==> config.mk <==
export PLATFORM = sky130hd
export DESIGN_NAME = vtgd_scaler
export DESIGN_NICKNAME = d
export VERILOG_FILES = /design/src/sv/vtgd_scaler.sv
export SDC_FILE = /design/constraint.sdc
export NUM_CORES = 2
export LEC_CHECK = 0
export ABC_AREA = 1
export BUFFER_PORTS_ARGS = -buffer_cell sky130_fd_sc_hd__buf_2
export CAP_MARGIN = 20
export CORE_MARGIN = 3
export CORE_UTILIZATION = 65
export CTS_CLUSTER_DIAMETER = 50
export DETAILED_ROUTE_END_ITERATION = 16
export PLACE_DENSITY = 0.84
export SLEW_MARGIN = 20
export SYNTH_ARGS = -nofsm -noshare
export SYNTH_HDL_FRONTEND = slang
export SYNTH_SLANG_ARGS = --single-unit
==> constraint.sdc <==
create_clock -name clk -period 8 [get_ports clk]
set_input_delay 0.8 -clock clk [delete_from_list [all_inputs] [get_ports clk]]
set_output_delay 0.8 -clock clk [all_outputs]
set_load 0.05 [all_outputs]
==> src/sv/vtgd_scaler.sv <==
// One axis of the pixel mapping: multiply, add origin, truncate and saturate.
`timescale 1ns / 1ps

module vtgd_scaler (
	input  logic        clk,
	input  logic        ld_s2,
	input  logic        ld_s3,
	input  logic [31:0] cursor_s1,
	input  logic [31:0] scale,
	input  logic [31:0] origin,
	output logic [31:0] pixel
);

	localparam logic [31:0] PixMax = 32'h7fff_ffff;
	localparam logic [31:0] PixMin = 32'h8000_0000;

	logic signed [64:0] prod;
	logic [63:0]        prod_s2;
	logic [63:0]        sum_s3;
	logic signed [47:0] floor_q;
	logic [47:0]        q;

	// signed cursor times unsigned scale; the product always fits 64 bits
	assign prod = $signed(cursor_s1) * $signed({1'b0, scale});

	always_ff @(posedge clk) begin
		if (ld_s2) begin
			prod_s2 <= prod[63:0];
		end
		if (ld_s3) begin
			sum_s3 <= prod_s2 + {{32{origin[31]}}, origin};
		end
	end

	// floor shift, then step up by one for a negative value with a fraction
	always_comb begin
		floor_q = $signed(sum_s3[63:16]);
		q       = floor_q + {47'd0, (sum_s3[63] && (sum_s3[15:0] != 16'd0))};
		if (q[47:31] == {17{q[47]}}) begin
			pixel = q[31:0];
		end else begin
			pixel = q[47] ? PixMin : PixMax;
		end
	end

endmodule

# Yosys cells after proc, flatten, opt, wreduce, memory -nomap -nowiden
# Cells that the tools add are included.
dict set report word_totals {
  output_inout_bits 32
  reg_bits 128
  mem_count 0
  ramBits 0
  input_bits 99
  rom_bits 0
  word_cells 10
  latchBits 0
}
dict set report classes {
  n_reduce_logical 2
  div_mod_pow 0
  order_cmp 0
  multipliers 1
  n_addsub 2
  n_eq_ne 1
  shift 0
  bitwise_logic 0
  muxes 2
}
# cell n
set ops {}
lappend ops {{adder 64 bit} 1}
lappend ops {{multiplier 32 x 33 -> 64 bit} 1}
lappend ops {{2-to-1 mux 32 bit} 2}
lappend ops {{adder 48 x 1 -> 48 bit} 1}
lappend ops {{== test 16 bit} 1}
lappend ops {{nonzero test 16 bit} 1}
lappend ops {{logical AND 1 bit} 1}

# Longest topological paths before layout
dict set report logic_depth {
  ltp_word 5
  mapped_depth 30
  depth_no_buf 29
}

# Least setup slack after synthesis
# OpenSTA, ideal clock, no wires.
dict set report synth_path {
  kind {input-to-reg}
  from {input cursor_s1[0]}
  to {register prod_s2[53] (data pin)}
  path_buffers 1
  setup_slack_ps 1145
  stages 25
  arrival_time_ps 6590
  required_ps 7735
  setup_ps 265
  path_cell_list {clkbuf_1 nand2_1 fa_1 inv_1 fa_1 inv_1 fa_1 fa_1 inv_1 fa_1 fa_1 fa_1 inv_1 fa_1 inv_1 ha_1 nand2_1 nor2_1 inv_1 nor2_1 inv_1 o21ai_0 a21oi_1 o21ai_0 xor2_1}
}
dict set report synth_via {
  elab_chain_cells 1
}
# element line_no
set synth_lines {}
lappend synth_lines {{start: declaration} 8} ;# input logic [31:0] cursor_s1,
lappend synth_lines {{multiplier 32 x 33 -> 64 bit} 24} ;# assign prod = $signed(cursor_s1) * $signed({1'b0, scale});
lappend synth_lines {{named net prod[53]} 17} ;# logic signed [64:0] prod;
lappend synth_lines {{end signal: assignment} 28} ;# prod_s2 <= prod[63:0];
lappend synth_lines {{end: declaration} 18} ;# logic [63:0] prod_s2;
# The timed path passes the listed nets, and every way through them passes these cells.
# A chain may end at the register's enable or synchronous reset.

# Worst setup path in the final report
dict set report layout_path {
  from {input scale[12]}
  to {register prod_s2[54] (data pin)}
}
dict set report layout_via {
  elab_chain_cells 1
}
# element line_no
set layout_lines {}
lappend layout_lines {{start: declaration} 9} ;# input logic [31:0] scale,
lappend layout_lines {{multiplier 32 x 33 -> 64 bit} 24}
lappend layout_lines {{named net prod[54]} 17}
# The timed path passes the listed nets, and every way through them passes these cells.

==> metrics.cfg <==
[status]
status = finished, final reports clean

[cts]
clk_latency_ps = 430
cts-root-buf = clkbuf_16
numCtsBuffers = 17
cts_sinks = 128
clockBufferDepth = 2
htreeDepth = 4
clk_pin_slew_ps = 80
cts_tree = yes

[synth]
synthTopCellsByCount = inv_1, nand2_1, fa_1
synth_area_leader_cell = fa_1
syn-cell-area_sq_mm = 0.0452
synthTopCellsByArea = fa_1, inv_1, nand2_1
synth_ff_type = edfxtp_1
yosysSeqAreaShare_pct = 8.50
synth_edf_count = 128
avgSynthCellArea_sq_um = 7.61
syn_nets = 7297
synth_most_common_cell = inv_1
synthCells = 5944
synth_top_area_share_pct = 39.7
yosysUniqueCellTypes = 36
synthArstFlopShare_pct = 0
synth_seq_cells = 128
yosys_warnings = 0

[timing]
layout_min_cycle_time_ps = 7830
relSlewSlack_pct = 38.0
clock.fmax_mhz = 128
period_share_pct = 97.9
skew_ps = 15.1
fin_ws_ps = 169
finalSetupViolations = 0
hold_viol = 0
rsz0062_at_grt = no
worst_slew_pin_slew_ps = 930
slew_viol_final = 0

[worst_setup_path]
crit_start = scale[12]
crit_path_start_kind = primary input
path_class = primary input to flip-flop
crit_fanout = 25
endpoint = prod_s2[54]
rr_worst_depth = 13
regToRegSetupSlack_ps = 4940
worstReg2RegStart = prod_s2[0]
cp.required_ps = 8150
rr_endpoint = sum_s3[58]
endpoint_kind = flip-flop
critPathArrivalTime_ps = 7980

[cells_and_area]
multiInputGateArea_sq_mm = 0.0340
register_area_sq_mm = 0.00384
drive_gt1_share_pct = 4.88
final_cell_area_sq_mm = 0.0477
area_growth_pct = 5.37
nets = 7344
fillCellCount = 5569

[placement]
place_area_sq_mm = 0.0471
place_congestion = 0.993
post-dp-hpwl_mm = 107
port_buffers = 130
dp_slack_ps = -122

[grt]
grt_pass1_wl_mm = 206
grt_overflow = 0
grtUsageTotal_pct = 35.4
grt_max_degree = 65
antenna_found_initial = 4
grt_pass1_vias = 40441

[min_path]
holdCritPathClass = flip-flop to flip-flop

[drt]
wl_met3_mm = 11.5
ant_nets = 0
drtIter0Drc = 3313
met1_length_mm = 46.5
drc = 0
via_per_inst = 5.50
met2WireLength_mm = 60.2
routedWlPerCell_um = 18.1
num_vias = 38193
top_layer = met5
routed_wl_mm = 126
drt-pass1-iter-count = 6

[floorplanning]
core_area_sq_mm = 0.0688
ios = 131
die_x_um = 270
initial_core_util_pct = 65.7
die_y_um = 270
die_area_sq_mm = 0.0728
placementRows = 96

[job]
cap_violations = 0

-- flip-flops by register name (all words and copies together), names as in the netlist --
register / count
sum_s3: 64
prod_s2: 64
-- final cells by class --
cell class	count	area share (%)
Antenna cell	3	0.0158
Sequential cell	128	8.06
Clock buffer	17	0.893
Timing Repair Buffer	230	3.08
Multi-Input combinational cell	3866	71.4
Inverter	1748	13.8
Clock inverter	15	0.344
Tap cell	931	2.44
-- worst min-delay path by stage --
stage,slack (ps),from,depth (start not counted),endpoint
after floorplan,510,prod_s2[0],1,sum_s3[0]
after global placement,570,prod_s2[0],1,sum_s3[0]
after detailed placement,590,prod_s2[0],1,sum_s3[0]
after CTS,610,prod_s2[0],1,sum_s3[0]
after global routing,620,prod_s2[0],1,sum_s3[0]
final,600,prod_s2[0],1,sum_s3[0]
-- cells by family after synthesis --
kind of cell | synth area share, %
AO/OA/AOI/OAI | 4.78
XOR/XNOR | 2.67
adder cells (fa/ha/maj) | 49.6
buffers and inverters | 16.3
flip-flops | 8.50
AND/OR/NAND/NOR | 18.2
-- placed cells by master (no fill, tap or decap), types with 6 or more instances in the layout --
cell type / count
a21o_1: 22
a21oi_1: 179
a31oi_1: 19
buf_2: 128
buf_4: 95
clkbuf_16: 17
edfxtp_1: 128
fa_1: 898
ha_1: 356
inv_1: 1746
nand2_1: 1524
nand2_2: 6
nand3_1: 121
nand3b_1: 6
nand4_1: 24
nor2_1: 345
nor3_1: 27
nor4_1: 10
o211ai_1: 10
o21a_1: 17
o21ai_0: 114
o21bai_1: 14
or2_2: 13
xnor2_1: 52
xor2_1: 86
-- worst max-delay path: stages --
cell and delay (ps):
buf_2 540, buf_4 280, nand2_1 60, inv_1 100
fa_1 420, inv_1 90, fa_1 400, inv_1 90
fa_1 450, fa_1 620, fa_1 440, fa_1 410
fa_1 570, inv_1 70, fa_1 470, inv_1 40
ha_1 360, a21oi_1 230, o21ai_0 170, a21oi_1 360
o21ai_0 150, a21oi_1 410, o21ai_0 220, xor2_1 210
-- layer usage --
layer  track usage, %  vias up
li1                 -    17217
met3             5.08      535
met4             17.7        2
met5                0        -
met1             45.2    18423
met2             59.5     2016
-- metrics by stage --
step                      instances  util, %  TNS [ps]  hold WS [ps]
after floorplan                5944        -         0           513
after CTS                      6935     69.2         0           615
after global placement         6903     68.4     -65.8           573
final                          6938     69.2         0           605
after detailed placement       6903     68.4      -122           586
after global routing           6938     69.2         0           622
-- what timing repair did --
action,4_1_cts,5_1_grt
gates resized for setup,0,2
hold buffers,0,0
setup endpoints to repair,0,1
buffers inserted,0,0
Power is left out: the tool's default activity adds up to more than one toggle a clock period on the data nets, which glitch-free logic cannot reach.
