--- config.mk ---
export PLATFORM = sky130hd
export DESIGN_NAME = vtgd_parser
export DESIGN_NICKNAME = d
export VERILOG_FILES = /design/src/sv/vtgd_pkg.sv /design/src/sv/vtgd_parser.sv
export SDC_FILE = /design/constraint.sdc
export NUM_CORES = 1
export LEC_CHECK = 0
export ABC_CLOCK_PERIOD_IN_PS = 6700
export BUFFER_PORTS_ARGS = -buffer_cell sky130_fd_sc_hd__buf_4
export CAP_MARGIN = 10
export CORE_ASPECT_RATIO = 0.5
export CORE_UTILIZATION = 63
export CTS_BUF_LIST = sky130_fd_sc_hd__clkbuf_8
export DETAILED_ROUTE_END_ITERATION = 10
export GPL_TIMING_DRIVEN = 1
export PLACE_DENSITY = 0.83
export SYNTH_ARGS = -nofsm -noshare
export SYNTH_HDL_FRONTEND = slang
export SYNTH_SLANG_ARGS = --single-unit
export TNS_END_PERCENT = 5
--- constraint.sdc ---
create_clock -name clk -period 6.7 [get_ports clk]
set_clock_uncertainty 0.15 [all_clocks]
set_input_delay 0.67 -clock clk [delete_from_list [all_inputs] [get_ports clk]]
set_output_delay 0.67 -clock clk [all_outputs]
set_load 0.02 [all_outputs]
--- src/sv/vtgd_pkg.sv ---
// Shared types and codes for the vector tile geometry decoder.
`timescale 1ns / 1ps

package vtgd_pkg;

	// Configuration register indexes
	localparam logic [2:0] CFG_ORIGIN_X   = 3'd0;
	localparam logic [2:0] CFG_ORIGIN_Y   = 3'd1;
	localparam logic [2:0] CFG_SCALE      = 3'd2;
	localparam logic [2:0] CFG_GEOM_TYPE  = 3'd3;
	localparam logic [2:0] CFG_VERTEX_CAP = 3'd4;

	// Result event codes
	localparam logic [1:0] EV_VERTEX = 2'd0;
	localparam logic [1:0] EV_MARKER = 2'd1;
	localparam logic [1:0] EV_LINE   = 2'd2;
	localparam logic [1:0] EV_POLY   = 2'd3;

	// Geometry types
	localparam logic [1:0] GEOM_UNKNOWN = 2'd0;
	localparam logic [1:0] GEOM_POINT   = 2'd1;
	localparam logic [1:0] GEOM_LINE    = 2'd2;
	localparam logic [1:0] GEOM_POLYGON = 2'd3;

	// Command ids
	localparam logic [2:0] CMD_NONE   = 3'd0;
	localparam logic [2:0] CMD_MOVETO = 3'd1;
	localparam logic [2:0] CMD_LINETO = 3'd2;
	localparam logic [2:0] CMD_CLOSE  = 3'd7;

	typedef struct packed {
		logic [7:0] data_byte;
		logic       last_byte;
	} in_req_t;

	typedef struct packed {
		logic [1:0]         event_res;
		logic signed [31:0] pixel_x;
		logic signed [31:0] pixel_y;
		logic [15:0]        path_vertices;
		logic               run_last;
	} out_res_t;

	// Up to two results per byte: a point (vertex or marker) first, then a flush
	typedef struct packed {
		logic        pt_valid;
		logic [1:0]  pt_kind;
		logic [15:0] pt_count;
		logic        fl_valid;
		logic [1:0]  fl_kind;
		logic [15:0] fl_count;
	} ev_meta_t;

endpackage

--- src/sv/vtgd_parser.sv ---
// Varint assembly, command decoding, cursor and path state, first pipeline stage.
`timescale 1ns / 1ps

module vtgd_parser
	import vtgd_pkg::*;
#(
	parameter int MAX_VERTEX_CAP = 65535
) (
	input  logic        clk,
	input  logic        arst_n,
	input  logic        accept,
	input  in_req_t     req,
	input  logic        ready_s1,
	input  logic [1:0]  geometry_type,
	input  logic [15:0] vertex_cap,
	output logic        valid_s1,
	output ev_meta_t    meta_s1,
	output logic [31:0] cursor_x_s1,
	output logic [31:0] cursor_y_s1
);

	localparam logic [1:0] PH_CMD = 2'd0;
	localparam logic [1:0] PH_X   = 2'd1;
	localparam logic [1:0] PH_Y   = 2'd2;
	localparam logic [15:0] MaxCap = 16'(MAX_VERTEX_CAP);

	// Only bits 34..0 of a varint are ever looked at (32-bit delta, count in 34..3)
	logic [34:0] acc_q, acc_n, acc_new;
	logic [5:0]  shift_q, shift_n;
	logic [1:0]  phase_q, phase_n;
	logic [2:0]  cmd_q, cmd_n;
	logic [31:0] rep_q, rep_n;
	logic [31:0] cx_q, cx_n, cy_q, cy_n;
	logic [15:0] vc_q, vc_n;
	logic [31:0] delta;
	logic [31:0] pcx, pcy;
	logic [15:0] cap;
	logic        more;
	logic        take;
	ev_meta_t    meta;

	assign cap = (vertex_cap < MaxCap) ? vertex_cap : MaxCap;

	always_comb begin
		acc_new = acc_q | (35'(req.data_byte[6:0]) << shift_q);
		more    = req.data_byte[7] && (shift_q <= 6'd56) && !req.last_byte;
		delta   = (acc_new[31:0] >> 1) ^ {32{acc_new[0]}};
		acc_n   = acc_q;
		shift_n = shift_q;
		phase_n = phase_q;
		cmd_n   = cmd_q;
		rep_n   = rep_q;
		cx_n    = cx_q;
		cy_n    = cy_q;
		vc_n    = vc_q;
		take    = 1'b0;
		meta    = '0;
		pcx     = cx_q;
		pcy     = cy_q;
		if (accept) begin
			if (more) begin
				acc_n   = acc_new;
				shift_n = shift_q + 6'd7;
			end else begin
				acc_n   = '0;
				shift_n = '0;
				unique case (phase_q)
					PH_X: begin
						cx_n    = cx_q + delta;
						phase_n = PH_Y;
						take    = req.last_byte;
					end
					PH_Y: begin
						cy_n = cy_q + delta;
						take = 1'b1;
					end
					default: begin
						phase_n = PH_CMD;
						if (acc_new[2:0] == CMD_MOVETO) begin
							if (geometry_type == GEOM_LINE && vc_q >= 16'd2) begin
								meta.fl_valid = 1'b1;
								meta.fl_kind  = EV_LINE;
								meta.fl_count = vc_q;
							end
							vc_n    = '0;
							cmd_n   = CMD_MOVETO;
							rep_n   = acc_new[34:3];
							phase_n = (acc_new[34:3] != '0) ? PH_X : PH_CMD;
						end else if (acc_new[2:0] == CMD_LINETO) begin
							cmd_n   = CMD_LINETO;
							rep_n   = acc_new[34:3];
							phase_n = (acc_new[34:3] != '0) ? PH_X : PH_CMD;
						end else if (acc_new[2:0] == CMD_CLOSE) begin
							if (geometry_type == GEOM_POLYGON && vc_q >= 16'd3) begin
								meta.fl_valid = 1'b1;
								meta.fl_kind  = EV_POLY;
								meta.fl_count = vc_q;
							end
							vc_n = '0;
						end
					end
				endcase
				pcx = cx_n;
				pcy = cy_n;
				if (take) begin
					if (cmd_q == CMD_MOVETO && geometry_type == GEOM_POINT) begin
						meta.pt_valid = 1'b1;
						meta.pt_kind  = EV_MARKER;
						meta.pt_count = '0;
					end else if (vc_q < cap) begin
						vc_n          = vc_q + 16'd1;
						meta.pt_valid = 1'b1;
						meta.pt_kind  = EV_VERTEX;
						meta.pt_count = vc_q + 16'd1;
					end
					rep_n   = rep_q - 32'd1;
					phase_n = (rep_q != 32'd1) ? PH_X : PH_CMD;
				end
				if (req.last_byte) begin
					if (!meta.fl_valid && geometry_type == GEOM_LINE && vc_n >= 16'd2) begin
						meta.fl_valid = 1'b1;
						meta.fl_kind  = EV_LINE;
						meta.fl_count = vc_n;
					end
					phase_n = PH_CMD;
					cmd_n   = CMD_NONE;
					rep_n   = '0;
					cx_n    = '0;
					cy_n    = '0;
					vc_n    = '0;
				end
			end
		end
	end

	always_ff @(posedge clk or negedge arst_n) begin
		if (!arst_n) begin
			acc_q    <= '0;
			shift_q  <= '0;
			phase_q  <= PH_CMD;
			cmd_q    <= CMD_NONE;
			rep_q    <= '0;
			cx_q     <= '0;
			cy_q     <= '0;
			vc_q     <= '0;
			valid_s1 <= 1'b0;
		end else begin
			acc_q   <= acc_n;
			shift_q <= shift_n;
			phase_q <= phase_n;
			cmd_q   <= cmd_n;
			rep_q   <= rep_n;
			cx_q    <= cx_n;
			cy_q    <= cy_n;
			vc_q    <= vc_n;
			if (ready_s1) begin
				valid_s1 <= accept && (meta.pt_valid || meta.fl_valid);
			end
		end
	end

	always_ff @(posedge clk) begin
		if (ready_s1) begin
			meta_s1     <= meta;
			cursor_x_s1 <= pcx;
			cursor_y_s1 <= pcy;
		end
	end

endmodule

# Yosys cells after proc, flatten, opt, wreduce, memory -nomap -nowiden
# Index checks and enable logic that the tools add are counted.
[word_totals] regBits=261 latch_bits=0 mem_bits_rw=0 rom_bits=0 inputBits=31 output_inout_bits=103 elab_cells=127 mem_count=0
[classes] addsub=5 mul=0 n_div=0 n_lt_le_gt_ge=6 eq_ne=13 shifts=1 n_mux=55 n_bitwise=6 n_reduce_logical=23
[op_table] op="32-bit 2-to-1 mux" n=13
[op_table] op="19-bit 2-to-1 mux" n=13
[op_table] op="16-bit 2-to-1 mux" n=11
[op_table] op="38-bit 2-to-1 mux" n=2
[op_table] op="32-bit adder" n=2
[op_table] op="16-bit by 2-bit greater-or-equal comparator with 1-bit output (second input constant)" n=3
[op_table] op="35-bit 2-to-1 mux" n=1
[op_table] op="35-bit OR" n=1
[op_table] op="7-bit by 6-bit << shifter with 35-bit output" n=1
[op_table] op="32-bit by 1-bit != test with 1-bit output (second input constant)" n=1
[op_table] op="32-bit nonzero test" n=1
[op_table] op="32-bit by 1-bit subtractor with 32-bit output (second input constant)" n=1
[op_table] op="31-bit by 32-bit bitwise XOR with 32-bit output" n=1
[op_table] op="16-bit by 1-bit adder with 16-bit output (second input constant)" n=1
[op_table] op="16-bit < comparator" n=1
[op_table] op="16-bit < comparator (second input constant)" n=1
[op_table] op="3-bit 2-to-1 mux" n=4
[op_table] op="1-bit logical AND" n=8
[op_table] op="4-bit AND reduction" n=2
[op_table] op="6-bit by 3-bit adder with 6-bit output (second input constant)" n=1
[op_table] op="2-bit equality test (second input constant)" n=3
[op_table] op="3-bit by 1-bit equality test with 1-bit output (second input constant)" n=2
[op_table] op="6-bit less-or-equal comparator (second input constant)" n=1
[op_table] op="1-bit 2-to-1 mux" n=6
[op_table] op="other kinds (21)" n=28

# Longest topological paths before layout
[logic_depth] ltp_word=20 mapped_depth=21

# Least setup slack after synthesis
# Ideal clock, no wire load.
[synth_timing] path_type="input port to flip-flop" start="input req[1] in the netlist's numbering" end="register cy_q[31]" setup_time_ps=69 arrival_time_ps=5321 required_ps=6481 slack_ps=1160 stages=20 path_buffers=2 cell_sequence="nand2b_1 -> or3_1 -> nor2_1 -> a21oi_1 -> inv_1 -> buf_1 -> buf_1 -> xnor2_1 -> ha_1 -> a21o_1 -> a21o_1 -> a21o_1 -> a211oi_1 -> o221ai_1 -> a211o_1 -> a31oi_1 -> o21bai_1 -> xnor2_1 -> or3b_2 -> nand3_1"
[synth_between] elab_chain_len=6
[synth_lines] item="start, declared" line="vtgd_parser.sv:12" text="input in_req_t req,"
[synth_lines] item="7-bit by 6-bit << shifter with 35-bit output" line="vtgd_parser.sv:45" text="acc_new = acc_q | (35'(req.data_byte[6:0]) << shift_q);"
[synth_lines] item="35-bit OR" line="vtgd_parser.sv:45"
[synth_lines] item="31-bit by 32-bit bitwise XOR with 32-bit output" line="vtgd_parser.sv:47" text="delta = (acc_new[31:0] >> 1) ^ {32{acc_new[0]}};"
[synth_lines] item="32-bit adder" line="vtgd_parser.sv:74" text="cy_n = cy_q + delta;"
[synth_lines] item="32-bit 2-to-1 mux" line="vtgd_parser.sv:67" text="unique case (phase_q)"
[synth_lines] item="32-bit 2-to-1 mux" line="vtgd_parser.sv:119" text="if (req.last_byte) begin"
[synth_lines] item="end signal, assigned" line="vtgd_parser.sv:154" text="cy_q <= cy_n;"
[synth_lines] item="end, declared" line="vtgd_parser.sv:33" text="logic [31:0] cx_q, cx_n, cy_q, cy_n;"
# No other way between the ends.
# A chain may end at the register's enable or synchronous reset.

# Worst setup path after layout
[layout_timing] start="register shift_q[0]" end="register cy_q[31]"
[layout_between] elab_chain_len=6
[layout_lines] item="start, declared" line="vtgd_parser.sv:29" text="logic [5:0] shift_q, shift_n;"
[layout_lines] item="start signal, assigned" line="vtgd_parser.sv:149" text="shift_q <= shift_n;"
[layout_lines] item="7-bit by 6-bit << shifter with 35-bit output" line="vtgd_parser.sv:45"
[layout_lines] item="35-bit OR" line="vtgd_parser.sv:45"
[layout_lines] item="31-bit by 32-bit bitwise XOR with 32-bit output" line="vtgd_parser.sv:47"
[layout_lines] item="32-bit adder" line="vtgd_parser.sv:74"
[layout_lines] item="32-bit 2-to-1 mux" line="vtgd_parser.sv:67"
[layout_lines] item="32-bit 2-to-1 mux" line="vtgd_parser.sv:119"
# Parallel ways exist; a longest one is shown, timed or not.

==> flow_metrics.py <==
metrics = {
    "clock_tree": {
        "htree_levels": 2,
        "cts_sinks": 259,
        "numCtsBuffers": 38,
        "postCtsSetupBuffers": 0,
        "cts.repair.resized": 0,
        "clock_latency_ns": 0.59,
        "clockBufferDepth": 3,
        "clock_tree.root_cell": "clkbuf_8",
        "cts_tree": "yes",
        "path_clk_slew_ns": 0.07,
        "holdBufCountCts": 0,
    },
    "critical_path": {
        "crit_type": "reg -> reg",
        "crit_required_ns": 7.07,
        "crit_path_end_kind": "register",
        "cp_max_fo": 17,
        "r2r_slack_ns": 0.34,
        "critPathLaunchType": "register",
        "arrival_ns": 6.73,
    },
    "sta": {
        "slew_violations": 0,
        "rsz0062_at_grt": "false",
        "max_slew_margin_pct": 27.69,
        "min_period_ns": 6.363,
        "finalCritPeriodShare_pct": 94.97,
        "setup_violations": 0,
        "fmax_mhz": 157.2,
        "worst-slew-pin-transition_ns": 1.085,
        "hold_viol_final": 0,
        "tns_ns": 0,
    },
    "logic_synthesis": {
        "synth_top_family_by_area": "compound AO/OA/AOI/OAI gates",
        "synthSimpleGateAreaFrac_pct": 18.83,
        "yosysWarnings": 0,
        "synth_compound_area_share_pct": 21.78,
        "synth-xor-area-share_pct": 4.957,
        "synth_area_um2": 16610,
        "yosysSeqAreaShare_pct": 42.07,
        "synth_nets": 2016,
        "synthCells": 1896,
        "synth-seq-cells": 259,
        "syn_avg_cell_area_um2": 8.759,
        "ys.flop_type": "dfrtp_1",
        "synthAdderAreaFrac_pct": 6.796,
        "ys_types": 76,
        "synthMuxAreaShare_pct": 1.771,
        "synth_edf_count": 101,
        "async_reset_ff_share_pct": 61.00,
    },
    "final_layout": {
        "drive_gt1_share_pct": 12.21,
        "stdcell_count": 2369,
        "n_fill_cell": 1996,
        "areaGrowthSynthToFinish_pct": 12.08,
        "layout.nets": 2114,
    },
    "power": {
        "p_leak_uw": 0.008413,
        "ir_drop_mv": 0.1708,
        "pwr_density_cell_nw_per_um2": 312.5,
    },
    "outcome": {
        "outcome": "complete, no violations",
    },
    "routing": {
        "detail-route-antenna-nets": 0,
        "routed_wl_um": 48330,
        "drc": 0,
        "num_vias": 15220,
        "vias_per_cell": 6.426,
        "drtPass1Iterations": 6,
        "first_iter_violations": 2067,
        "wl_per_cell_um": 20.40,
    },
    "die": {
        "row_count": 41,
        "ios": 134,
        "die_h_um": 116.8,
        "dieArea_um2": 27050,
        "fp.dieW_um": 231.6,
        "fp.coreArea_um2": 25550,
        "initial_core_util_pct": 65.01,
    },
    "placed_design": {
        "portBuffers": 132,
        "dp_hpwl_um": 34220,
        "dp_cells": 2298,
        "gp_congestion": 0.9907,
    },
    "grt": {
        "grt-ovfl-total": 0,
        "grt_first_pass_wirelength_um": 75480,
        "grt_use_total_pct": 35.93,
        "grt_max_degree": 87,
        "grt_antenna_before_repair": 1,
        "grt_pass1_vias": 14200,
    },
    "hold_path": {
        "hp-class": "in -> async",
    },
    "job": {
        "max_cap_viol_count": 0,
    },
}
cells in the mapped netlist (12+ instances only):
cell type,n,share of area (%)
nand2_1,276,6.2
a21oi_1,178,5.4
o21ai_0,167,5.0
nor2_1,164,3.7
dfrtp_1,158,24
edfxtp_1,101,18
ha_1,87,6.6
clkbuf_1,84,1.9
xnor2_1,68,3.6
inv_1,54,1.2
a21o_1,48,2.2
nor3_1,39,1.2
a31oi_1,37,1.4
nand2b_1,32,1.2
nand3_1,27,0.81
xor2_1,26,1.4
nand4_1,25,0.94
a22o_1,23,1.2
nor2b_1,22,0.83
and2_1,19,0.72
and3_1,19,0.72
mux2i_1,17,1.0
o31ai_1,16,0.72
a211oi_1,12,0.54
o21a_1,12,0.54
kinds of logic after synthesis:
group	Yosys count
buffers and inverters	159
flip-flops	259
other	1
AND/OR/NAND/NOR	678
adder cells (fa/ha/maj)	89
multiplexers	28
XOR/XNOR	94
AO/OA/AOI/OAI	588
area by class of cell:
type	instances	area [um^2]	area share [%]
tap	344	430.4	2.312
multi-input combinational	1478	9004	48.37
sequential	259	6987	37.53
inverter	57	214.0	1.149
clock buffer	44	605.6	3.253
timing repair buffer	160	1205	6.473
antenna	2	5.005	0.02689
clock inverter	25	163.9	0.8806
final timing paths:
kind	startpoint	endpoint	cells past startpoint
max	shift_q[0]	cy_q[31]	18
min in group clk	accept	shift_q[0]	2
min reg2reg	acc_q[21]	acc_q[21]	2
max reg2reg	shift_q[0]	cy_q[31]	18
max in group asynchronous	arst_n	cx_q[30]	2
min	arst_n	vc_q[15]	1
power breakdown:
| group | internal, uW | switching [uW] |
|---|---|---|
| combinational | 906 | 1440 |
| clock | 682 | 658 |
| sequential | 1920 | 211 |
registers in the layout (all words and copies together) (netlist names):
signal       count
cmd_q            2
cy_q            32
valid_s1         1
acc_q           35
vc_q            16
cursor_x_s1     32
shift_q          6
rep_q           32
cx_q            32
phase_q          2
cursor_y_s1     32
meta_s1         37
critical path, cell delays in order, from the launching register on:
cell      delay [ns]
dfrtp_1         0.59
nand2b_1        0.20
or3_1           0.13
nor2_1          0.09
a21oi_1         0.86
inv_1           0.68
xnor2_1         0.49
ha_1            0.34
o21ai_0         0.26
o21ai_0         0.20
nor4bb_1        0.18
a211oi_1        0.45
o221ai_1        0.31
a211o_1         0.36
a31oi_1         0.17
o21bai_1        0.09
xnor2_1         0.16
or3b_2          0.51
nand3_1         0.09
layout by cell type (no fill, tap or decap), types with 26 or more instances in the layout:
| cell | netlist | final |
|---|---|---|
| edfxtp_1 | 101 | 101 |
| a31oi_1 | 37 | 37 |
| ha_1 | 87 | 87 |
| clkbuf_8 | 0 | 44 |
| buf_4 | 1 | 159 |
| a21o_1 | 48 | 48 |
| nor2_1 | 164 | 163 |
| nand3_1 | 27 | 27 |
| dfrtp_1 | 158 | 158 |
| nand2b_1 | 32 | 32 |
| inv_1 | 54 | 64 |
| a21oi_1 | 178 | 178 |
| o21ai_0 | 167 | 167 |
| xnor2_1 | 68 | 68 |
| nor3_1 | 39 | 39 |
| xor2_1 | 26 | 26 |
| nand2_1 | 276 | 275 |
metal layers:
| layer | vias to the layer above | GRT usage (%) | part of all wire (%) |
|---|---|---|---|
| met5 | - | 0 | 0.052 |
| met2 | 772 | 57.94 | 46 |
| met1 | 7268 | 48.55 | 42 |
| li1 | 7051 | - | - |
| met4 | 2 | 13.46 | 3.0 |
| met3 | 130 | 7.413 | 9.7 |
metrics by stage:
stage	hold WS [ns]	total power, uW	setup WS, ns	cell area (um^2)	utilization [%]
after detailed placement	0.3398	4451	0.4660	17840	69.83
after CTS	0.04746	5780	0.5590	18610	72.84
after floorplan	0.2244	3770	1.160	16610	-
final	0.01567	5817	0.3372	18610	72.86
after global routing	0.09723	6150	0.07996	18610	72.84
after global placement	0.3278	4413	0.5582	17840	69.83
No activity file was read; power rests on OpenSTA's default activity.
