==> src/sv/vtgd_pkg.sv <==
// Shared types and codes for the vector tile geometry decoder.
`timescale 1ns / 1ps

package vtgd_pkg;

	// Configuration register indexes
	localparam logic [2:0] CFG_ORIGIN_X   = 3'd0;
	localparam logic [2:0] CFG_ORIGIN_Y   = 3'd1;
	localparam logic [2:0] CFG_SCALE      = 3'd2;
	localparam logic [2:0] CFG_GEOM_TYPE  = 3'd3;
	localparam logic [2:0] CFG_VERTEX_CAP = 3'd4;

	// Result event codes
	localparam logic [1:0] EV_VERTEX = 2'd0;
	localparam logic [1:0] EV_MARKER = 2'd1;
	localparam logic [1:0] EV_LINE   = 2'd2;
	localparam logic [1:0] EV_POLY   = 2'd3;

	// Geometry types
	localparam logic [1:0] GEOM_UNKNOWN = 2'd0;
	localparam logic [1:0] GEOM_POINT   = 2'd1;
	localparam logic [1:0] GEOM_LINE    = 2'd2;
	localparam logic [1:0] GEOM_POLYGON = 2'd3;

	// Command ids
	localparam logic [2:0] CMD_NONE   = 3'd0;
	localparam logic [2:0] CMD_MOVETO = 3'd1;
	localparam logic [2:0] CMD_LINETO = 3'd2;
	localparam logic [2:0] CMD_CLOSE  = 3'd7;

	typedef struct packed {
		logic [7:0] data_byte;
		logic       last_byte;
	} in_req_t;

	typedef struct packed {
		logic [1:0]         event_res;
		logic signed [31:0] pixel_x;
		logic signed [31:0] pixel_y;
		logic [15:0]        path_vertices;
		logic               run_last;
	} out_res_t;

	// Up to two results per byte: a point (vertex or marker) first, then a flush
	typedef struct packed {
		logic        pt_valid;
		logic [1:0]  pt_kind;
		logic [15:0] pt_count;
		logic        fl_valid;
		logic [1:0]  fl_kind;
		logic [15:0] fl_count;
	} ev_meta_t;

endpackage

==> src/sv/vtgd_out.sv <==
// Result holding stage: keeps one byte's results and hands them out in order.
`timescale 1ns / 1ps

module vtgd_out
	import vtgd_pkg::*;
(
	input  logic        clk,
	input  logic        arst_n,
	input  logic        valid_in,
	input  ev_meta_t    meta_in,
	input  logic [31:0] pixel_x,
	input  logic [31:0] pixel_y,
	input  logic        out_stall,
	output logic        out_valid,
	output out_res_t    out_data,
	output logic        ready,
	output logic        busy
);

	logic        have_pt_q, have_fl_q;
	logic [1:0]  pt_kind_q, fl_kind_q;
	logic [31:0] pt_x_q, pt_y_q;
	logic [15:0] pt_cnt_q, fl_cnt_q;
	logic        take;

	assign busy      = have_pt_q || have_fl_q;
	assign out_valid = busy;
	assign take      = out_valid && !out_stall;
	assign ready     = !busy || (take && !(have_pt_q && have_fl_q));

	always_ff @(posedge clk or negedge arst_n) begin
		if (!arst_n) begin
			have_pt_q <= 1'b0;
			have_fl_q <= 1'b0;
		end else if (ready) begin
			have_pt_q <= valid_in && meta_in.pt_valid;
			have_fl_q <= valid_in && meta_in.fl_valid;
		end else if (take) begin
			have_pt_q <= 1'b0;
		end
	end

	always_ff @(posedge clk) begin
		if (ready) begin
			pt_kind_q <= meta_in.pt_kind;
			pt_cnt_q  <= meta_in.pt_count;
			pt_x_q    <= pixel_x;
			pt_y_q    <= pixel_y;
			fl_kind_q <= meta_in.fl_kind;
			fl_cnt_q  <= meta_in.fl_count;
		end
	end

	always_comb begin
		if (have_pt_q) begin
			out_data.event_res     = pt_kind_q;
			out_data.pixel_x       = pt_x_q;
			out_data.pixel_y       = pt_y_q;
			out_data.path_vertices = pt_cnt_q;
			out_data.run_last      = !have_fl_q;
		end else begin
			out_data.event_res     = fl_kind_q;
			out_data.pixel_x       = '0;
			out_data.pixel_y       = '0;
			out_data.path_vertices = fl_cnt_q;
			out_data.run_last      = 1'b1;
		end
	end

endmodule

==> config.mk <==
export PLATFORM = sky130hd
export DESIGN_NAME = vtgd_out
export DESIGN_NICKNAME = d
export VERILOG_FILES = /design/src/sv/vtgd_pkg.sv /design/src/sv/vtgd_out.sv
export SDC_FILE = /design/constraint.sdc
export NUM_CORES = 1
export LEC_CHECK = 0
export BUFFER_PORTS_ARGS = -buffer_cell sky130_fd_sc_hd__buf_2
export CAP_MARGIN = 20
export CORE_ASPECT_RATIO = 1.1
export CORE_MARGIN = 1
export CORE_UTILIZATION = 41
export CTS_BUF_LIST = sky130_fd_sc_hd__clkbuf_16
export DETAILED_ROUTE_END_ITERATION = 8
export PLACE_DENSITY = 0.88
export SYNTH_ARGS = -nofsm -noshare
export SYNTH_HDL_FRONTEND = slang
export SYNTH_SLANG_ARGS = --single-unit
==> constraint.sdc <==
create_clock -name clk -period 10.9 [get_ports clk]
set_clock_uncertainty 0.1 [all_clocks]
set_input_delay 1.635 -clock clk [delete_from_list [all_inputs] [get_ports clk]]
set_output_delay 1.635 -clock clk [all_outputs]
set_load 0.01 [all_outputs]
Yosys cells after proc, flatten, opt, wreduce, memory -nomap -nowiden

Cells that the tools add are included.

Word-level logic and storage cells: 23
Input bits: 106
Output and inout bits: 86
Register bits after elaboration: 102

Mux-type cells: 3
Reduce and logical (&&, ||, !) cells: 12

Operators by type and width:

| operator           | count |
|---|---|
| 83-bit two-way mux | 1 |
| 1-bit logical AND  | 5 |
| 1-bit logical NOT  | 4 |
| 1-bit logical OR   | 2 |
| 1-bit two-way mux  | 2 |
| 2-bit nonzero test | 1 |

Longest topological paths before layout

Gate-level depths: netlist of the first run.

Word-level depth: 5
Mapped depth: 4
Depth with buffers taken out: 3

Worst setup path after synthesis of the first run

Ideal clock, no wire load.

Path kind: input-to-output
From: input port out_stall
To: output port ready
Required time: 9165 ps
Slack: 331 ps
Stages on the path: 1
Arrival time: 8834 ps
Cell sequence: o21ai_0

Longest elaborated chain between the ends: 4

Ends and longest elaborated chain:

| what              | RTL line       | source |
|---|---|---|
| start, declared   | vtgd_out.sv:13 | `input logic out_stall,` |
| 1-bit logical NOT | vtgd_out.sv:28 | `assign take = out_valid && !out_stall;` |
| 1-bit logical AND | vtgd_out.sv:28 |  |
| 1-bit logical AND | vtgd_out.sv:29 | `assign ready = !busy \|\| (take && !(have_pt_q && have_fl_q));` |
| 1-bit logical OR  | vtgd_out.sv:29 |  |
| end, declared     | vtgd_out.sv:16 | `output logic ready,` |

Every way passes these cells.

Final worst setup path of the first run

Ends and elaborated chain as after synthesis.

==> implementation parameters, run 1 <==
Parameter                              Value

Power
  Switching share of total power    22.2%
  Static Leak    2.31 nW
  Cell internal power dissipation    0.787 mW
  Pwr Density    195 mW/mm²
  Maximum resistive drop on vdd    105 µV
  Switching power    0.225 mW
  Share of total power in the clock network    34.2%
  Proportion of power drawn by flip-flops and latches    50.6%
  Share of total power in combinational logic    15.2%

STA
  Highest clock rate    0.235 GHz
  Worst slew slack as a fraction of its limit    45.9%
  Number of pins exceeding their max-slew limit in the final report    0
  Accumulated negative setup slack    0 ns
  Smallest hold slack    0.593 ns
  Worst Max-Slew Pin Slew    0.812 ns
  Final worst path period need    4.26 ns
  Total count of hold-check failures in the final report    0
  Final clock period utilization by the worst path    39.1%
  Setup repair after global routing missed its margin    false
  Setup-violating endpoint count in the final report    0

Global route
  Leftover overflow at the end of global routing    0
  Initial antenna violation count    0
  Maximum number of pins on one net before global-route repair    67
  Tot GR Track Use    15.5%
  Vias in the first global route    2328
  Wire length of the first global-routing pass    11000 µm

Critical path
  Highest-delay cell along the critical path    sky130_fd_sc_hd__buf_12
  Worst Setup End Kind    output port
  Path type of the worst setup path    input port to output port
  Register-to-Register Setup Slack    8.40 ns
  Depth of the worst register-to-register path    4
  R2R Path Start    have_pt_q
  Largest stage delay, worst path    0.24 ns
  Setup crit start kind    input port
  Worst Path Max Fanout    32
  Source of the critical timing path    out_stall
  Critical path data arrival time    2.53 ns
  Req. time, crit path    9.17 ns
  Reg2reg end    pt_x_q[15]
  CP dominant cell by count    sky130_fd_sc_hd__buf_2
  List of cells traversed by the critical path    buf_2 > a21o_1 > o21ai_4 > buf_12 > buf_2

Floorplanning
  Number of rows in the core area    36
  Vertical extent of the die    103 µm
  Die Footprint    0.00965 mm²
  Effective utilization at floorplan    42.6%
  Boundary pin count    192
  Die width    93.7 µm
  Core Area    0.00892 mm²

Layout
  Final Instance Count excl. Fillers    517
  Final core utilization    58.3%
  Antenna cells    0
  Area delta synth->final    36.9%
  Register area    0.00305 mm²
  Fin nets    505
  Filler cell count    718
  Area taken by multi-input logic gates    681 µm²
  Share of cells above drive strength 1    57.1%

Route
  Average routed wire per standard cell    14.2 µm
  Post-DR vias/cell    4.59
  First-iteration detailed-routing DRC count    72
  Total detailed-routing wirelength    7360 µm
  Total vias in the final route    2375
  Number of detailed-route iterations in the first pass    4
  DRC errors left    0
  Post-detailed-route count of antenna-violating nets    0

Clocking
  Total CTS buffers    9
  Clock network latency to the later pin of the worst-skew pair    0.33 ns
  # resized after CTS    0
  Count of hold buffers inserted by post-cts repair    0
  CTS H-tree depth    3
  Clock Tree Buf Depth    2
  Clock tree from TritonCTS    yes
  Post-CTS Repair Setup Buffers    0
  Clock sink count    102
  Clock Pin Slew Worst Setup and Hold Paths    0.06 ns
  Clock root buffer master    sky130_fd_sc_hd__clkbuf_16

Min path
  Min-delay worst type    flop to flop
  Hold_sp    have_fl_q
  Hold depth    1
  WHS Endpoint    have_fl_q

Yosys
  Netlist area before placement    0.00380 mm²
  Cell count after synthesis    205
  Syn. warnings    0
  Library cell occupying the most area in the post-synthesis netlist    sky130_fd_sc_hd__edfxtp_1
  Flop and latch count out of synthesis    102
  Yosys cell types    19
  Syn Area/Cell    18.5 µm²
  Post-synthesis sequential area ratio    80.4%
  Top-area cell type share of the netlist area    79.1%
  Net count of the mapped netlist    311
  Synth area leaders    sky130_fd_sc_hd__edfxtp_1, sky130_fd_sc_hd__and2_1, sky130_fd_sc_hd__mux2_2

Job
  Count of max-cap constraint violations    0

Placement
  Final estimated routing congestion in global placement    0.718
  Cell Count Post-Placement    501
  Post-detail-place hpwl    5350 µm
  Quantity of I/O buffers inserted on ports    191

Outcome
  Outcome    finished clean
-- cell families (layout without fill, tap and decap cells) --
logic type | count (synthesis) | in the layout | synth area share, %
DFF | 102 | 102 | 80.4
and+or+nand+nor | 68 | 68 | 11.0
muxes | 18 | 18 | 5.34
buffers and inverters | 11 | 209 | 1.94
AOI/OAI and AO/OA | 6 | 6 | 1.29
-- final cells by class --
| cell class | instances | share of cell area [%] |
|---|---|---|
| clock buffer | 9 | 4.33 |
| sequential | 102 | 58.8 |
| timing repair buffer | 194 | 19.1 |
| multi-input combinational | 92 | 13.1 |
| clock inverter | 6 | 1.97 |
| tap | 114 | 2.75 |
-- worst max-delay path: cells and delay by family --
kind	cells	cell delay (ns)
buffers and inverters	3	0.56
AO/OA/AOI/OAI	2	0.32
-- power by group through the flow --
stage / combinational [mW] / sequential (mW) / clock, mW
after floorplan: 0.0897 / 0.529 / 0
after global placement: 0.150 / 0.518 / 0
after detailed placement: 0.154 / 0.522 / 0
after CTS: 0.155 / 0.513 / 0.357
after global routing: 0.171 / 0.517 / 0.367
final: 0.154 / 0.512 / 0.346
-- layout by cell type (no fill, tap or decap) --
cell type,Yosys,layout
sky130_fd_sc_hd__a21oi_2,1,1
sky130_fd_sc_hd__buf_2,1,191
sky130_fd_sc_hd__inv_1,0,1
sky130_fd_sc_hd__dfrtp_2,0,1
sky130_fd_sc_hd__buf_4,1,2
sky130_fd_sc_hd__a2bb2oi_1,1,1
sky130_fd_sc_hd__nor2_1,1,1
sky130_fd_sc_hd__dfrtp_1,2,1
sky130_fd_sc_hd__clkinv_1,0,1
sky130_fd_sc_hd__and2_1,64,64
sky130_fd_sc_hd__a21o_1,1,1
sky130_fd_sc_hd__or2_2,1,1
sky130_fd_sc_hd__buf_12,0,1
sky130_fd_sc_hd__a32o_1,1,1
sky130_fd_sc_hd__clkbuf_16,0,9
sky130_fd_sc_hd__nand2_1,2,2
sky130_fd_sc_hd__bufinv_16,0,3
sky130_fd_sc_hd__mux2_2,18,18
sky130_fd_sc_hd__o21ai_2,1,1
sky130_fd_sc_hd__edfxtp_1,100,100
sky130_fd_sc_hd__clkinv_2,0,1
sky130_fd_sc_hd__o21ai_4,0,1
-- synthesized netlist by cell type --
library cell and n:
sky130_fd_sc_hd__a2bb2oi_1 1, sky130_fd_sc_hd__buf_4 1, sky130_fd_sc_hd__and2_1 64, sky130_fd_sc_hd__clkbuf_2 1
sky130_fd_sc_hd__nand2_1 2, sky130_fd_sc_hd__buf_6 2, sky130_fd_sc_hd__o21ai_2 1, sky130_fd_sc_hd__dfrtp_1 2
sky130_fd_sc_hd__a21o_1 1, sky130_fd_sc_hd__o21ai_0 1, sky130_fd_sc_hd__edfxtp_1 100, sky130_fd_sc_hd__buf_8 1
sky130_fd_sc_hd__buf_2 1, sky130_fd_sc_hd__mux2_2 18, sky130_fd_sc_hd__a21oi_2 1, sky130_fd_sc_hd__clkbuf_1 5
sky130_fd_sc_hd__nor2_1 1, sky130_fd_sc_hd__a32o_1 1, sky130_fd_sc_hd__or2_2 1
-- metrics by stage --
step	total power, mW	area (µm²)	setup WS, ns
2_1_floorplan	0.618	3800	0.331
3_3_place_gp	0.668	4850	6.25
3_5_place_dp	0.676	4850	6.17
4_1_cts	1.02	5180	6.17
5_1_grt	1.05	5200	6.58
6_report	1.01	5200	6.64
-- flip-flops by register name, indices dropped and copies added (netlist names) --
name / flops
have_pt_q: 1
fl_cnt_q: 16
pt_cnt_q: 16
pt_y_q: 32
pt_x_q: 32
have_fl_q: 1
pt_kind_q: 2
fl_kind_q: 2
-- how the worst max path moves through the flow --
| stage | endpoint | cells after the start |
|---|---|---|
| after floorplan | ready | 1 |
| after global placement | ready | 3 |
| after detailed placement | ready | 3 |
| after CTS | ready | 3 |
| after global routing | ready | 5 |
| final | ready | 5 |
-- per-layer routing --
metal	vias up	GRT usage (%)	part of all wire, %
met4	0	8.76	2.9
met5	-	0	0
li1	1127	-	-
met3	16	5.46	8.8
met1	1112	16.3	36
met2	120	27.2	52
(Power assumes the default switching activity.)
==> inputs of run 2 (changes only) <==
- clock period: 10.9 -> 3.8 ns (I/O delays scaled with it)
==> run 2 against run 1 <==
Highest routed layer unchanged. Clock-buffer cell count did not move. Design area down 0.51%. Core utilization shrank 0.29 points. Register-to-register slack lost 7.0 ns.
==> implementation parameters, run 2 (synthesis gave the netlist of run 1 again) <==
Parameter                              Value

Power
  Share of total power in combinational logic    15.1% (about the same)
  PnR Total Power    2.82 mW (+180%)
  Proportion of power drawn by flip-flops and latches    52.3% (+1.7 points)
  Share of total power in the clock network    32.6% (-1.6 points)
  Switching power    0.633 mW (+180%)
  Cell internal power dissipation    2.19 mW (+180%)
  Pwr Density    545 mW/mm² (+180%)
  Static Leak    2.30 nW (-0.39%)
  Switching share of total power    22.4% (+0.24 points)
  Maximum resistive drop on vdd    325 µV (+210%)

Placement
  Cell Count Post-Placement    502 (+0.20%)
  Final estimated routing congestion in global placement    0.690 (-3.8%)
  Quantity of I/O buffers inserted on ports    191 (unchanged)
  Post-detail-place hpwl    5190 µm (-2.9%)

Clocking
  Clock Tree Buf Depth    2 (unchanged)
  CTS H-tree depth    3 (unchanged)
  Clock root buffer master    sky130_fd_sc_hd__clkbuf_16
  Post-CTS Repair Setup Buffers    0 (unchanged)
  Clock network latency to the later pin of the worst-skew pair    0.32 ns (about the same)
  Total CTS buffers    9 (unchanged)
  Clock Pin Slew Worst Setup and Hold Paths    0.06 ns (about the same)
  Clock tree from TritonCTS    yes
  # resized after CTS    0 (unchanged)
  Clock sink count    102 (unchanged)

Route
  First-iteration detailed-routing DRC count    59 (-18%)
  Number of detailed-route iterations in the first pass    4 (unchanged)
  Total detailed-routing wirelength    6960 µm (-5.3%)
  Post-DR vias/cell    4.44 (-3.3%)
  DRC errors left    0 (unchanged)
  Average routed wire per standard cell    13.4 µm (-5.5%)
  Post-detailed-route count of antenna-violating nets    0 (unchanged)
  Total vias in the final route    2302 (-3.1%)

Floorplanning
  Boundary pin count    192 (unchanged)
  Number of rows in the core area    36 (unchanged)
  Effective utilization at floorplan    42.6% (unchanged)
  Die Footprint    0.00965 mm² (unchanged)
  Vertical extent of the die    103 µm (unchanged)
  Die width    93.7 µm (unchanged)
  Core Area    0.00892 mm² (unchanged)

Global route
  Wire length of the first global-routing pass    10000 µm (-8.7%)
  Leftover overflow at the end of global routing    0 (unchanged)
  Maximum number of pins on one net before global-route repair    54 (-19%)
  Initial antenna violation count    0 (unchanged)
  Vias in the first global route    2197 (-5.6%)
  Tot GR Track Use    14.1% (-1.4 points)

STA
  Setup repair after global routing missed its margin    false
  Final clock period utilization by the worst path    74.0%
  Setup-violating endpoint count in the final report    0 (unchanged)
  Total count of hold-check failures in the final report    0 (unchanged)
  Worst Max-Slew Pin Slew    0.733 ns (-0.0788 ns)
  Accumulated negative setup slack    0 ns (unchanged)
  Number of pins exceeding their max-slew limit in the final report    0 (unchanged)
  Final worst path period need    2.81 ns
  Worst slew slack as a fraction of its limit    50.9% (+5.1 points)
  Highest clock rate    0.356 GHz

Layout
  Area taken by multi-input logic gates    681 µm² (unchanged)
  Commonest non-fill, non-tap cells in the layout    sky130_fd_sc_hd__buf_2, sky130_fd_sc_hd__edfxtp_1, sky130_fd_sc_hd__and2_1
  Antenna cells    0 (unchanged)
  Share of cells above drive strength 1    57.2% (+0.11 points)
  Final Instance Count excl. Fillers    518 (+0.19%)
  Most frequent standard cell in the layout excluding fill and tap cells    sky130_fd_sc_hd__buf_2
  Filler cell count    735 (+2.4%)
  Largest registers in the final layout    pt_x_q x32, pt_y_q x32
  Register area    0.00305 mm² (unchanged)
  Area delta synth->final    36.2%
  Fin nets    506 (+0.20%)

Critical path
  Setup crit start kind    flop
  Register-to-Register Setup Slack    1.41 ns (-6.99 ns)
  Worst Setup End Kind    output port
  Critical path data arrival time    2.14 ns (-0.39 ns)
  Path type of the worst setup path    flop to output port
  Req. time, crit path    3.13 ns (-6.04 ns)
  Worst Path Max Fanout    53 (+66%)

Outcome
  Outcome    finished clean

Job
  Count of max-cap constraint violations    0 (unchanged)

Min path
  Min-delay worst type    input port to flop
[run 2: changes by cell type in the layout (fill, tap and decap cells not counted), sizes merged]
| cell | before | now |
|---|---|---|
| bufinv | 3 | 2 |
| clkinv | 2 | 3 |
| dlygate4sd3 | 0 | 1 |
[run 2: path summary, 6_finish.rpt]
check                            start            to  depth (start not counted)
max                          have_pt_q   out_data[9]                          3
min                        meta_in[11]  fl_cnt_q[11]                          1
max reg2reg                  have_pt_q    pt_x_q[16]                          3
min reg2reg                  have_fl_q     have_fl_q                          1
max in group asynchronous       arst_n     have_pt_q                          2
min in group asynchronous       arst_n     have_fl_q                          2
[run 2: what timing repair did]
item | CTS | global route
endpoints found under the setup margin | 0 | 0
hold endpoints to repair | 2 | 0
hold buffers | 1 | 0
[run 2: metal layers]
layer	share of wire (%)	up-vias	track usage, %
met2	52	114	24.7
li1	-	1128	-
met3	7.2	15	3.61
met5	0	-	0
met1	38	1045	15.6
met4	2.6	0	8.40
[run 2: critical path: stages (launching register included)]
cell and delay [ns]:
sky130_fd_sc_hd__dfrtp_2 0.82, sky130_fd_sc_hd__buf_4 0.42, sky130_fd_sc_hd__mux2_2 0.38, sky130_fd_sc_hd__buf_2 0.15
[run 2: area by class of cell]
cell class              count  share of cell area [%]
clock inverters             6                    1.52
multi-input cells          92                    13.2
flip-flops and latches    102                    59.1
clock buffers               9                    4.36
repair buffers            195                    19.1
well taps                 114                    2.76
[run 2: power by group through the flow]
stage / Combinational, mW / Sequential, mW / Clock, mW
after floorplan: 0.260 / 1.48 / 0
after global placement: 0.420 / 1.49 / 0
after detailed placement: 0.432 / 1.50 / 0
after CTS: 0.435 / 1.48 / 0.943
after global routing: 0.468 / 1.49 / 0.985
final: 0.426 / 1.48 / 0.918
[run 2: stage by stage]
stage	utilization [%]	instance area (µm²)	setup slack, ns	hold slack, ns
CTS	58.0	5170	0.938	0.298
global placement	54.4	4860	1.35	0.261
global route	58.0	5170	0.824	0.296
floorplan	-	3810	0.900	0.174
detailed placement	54.4	4860	1.29	0.265
finish	58.0	5170	0.989	0.312
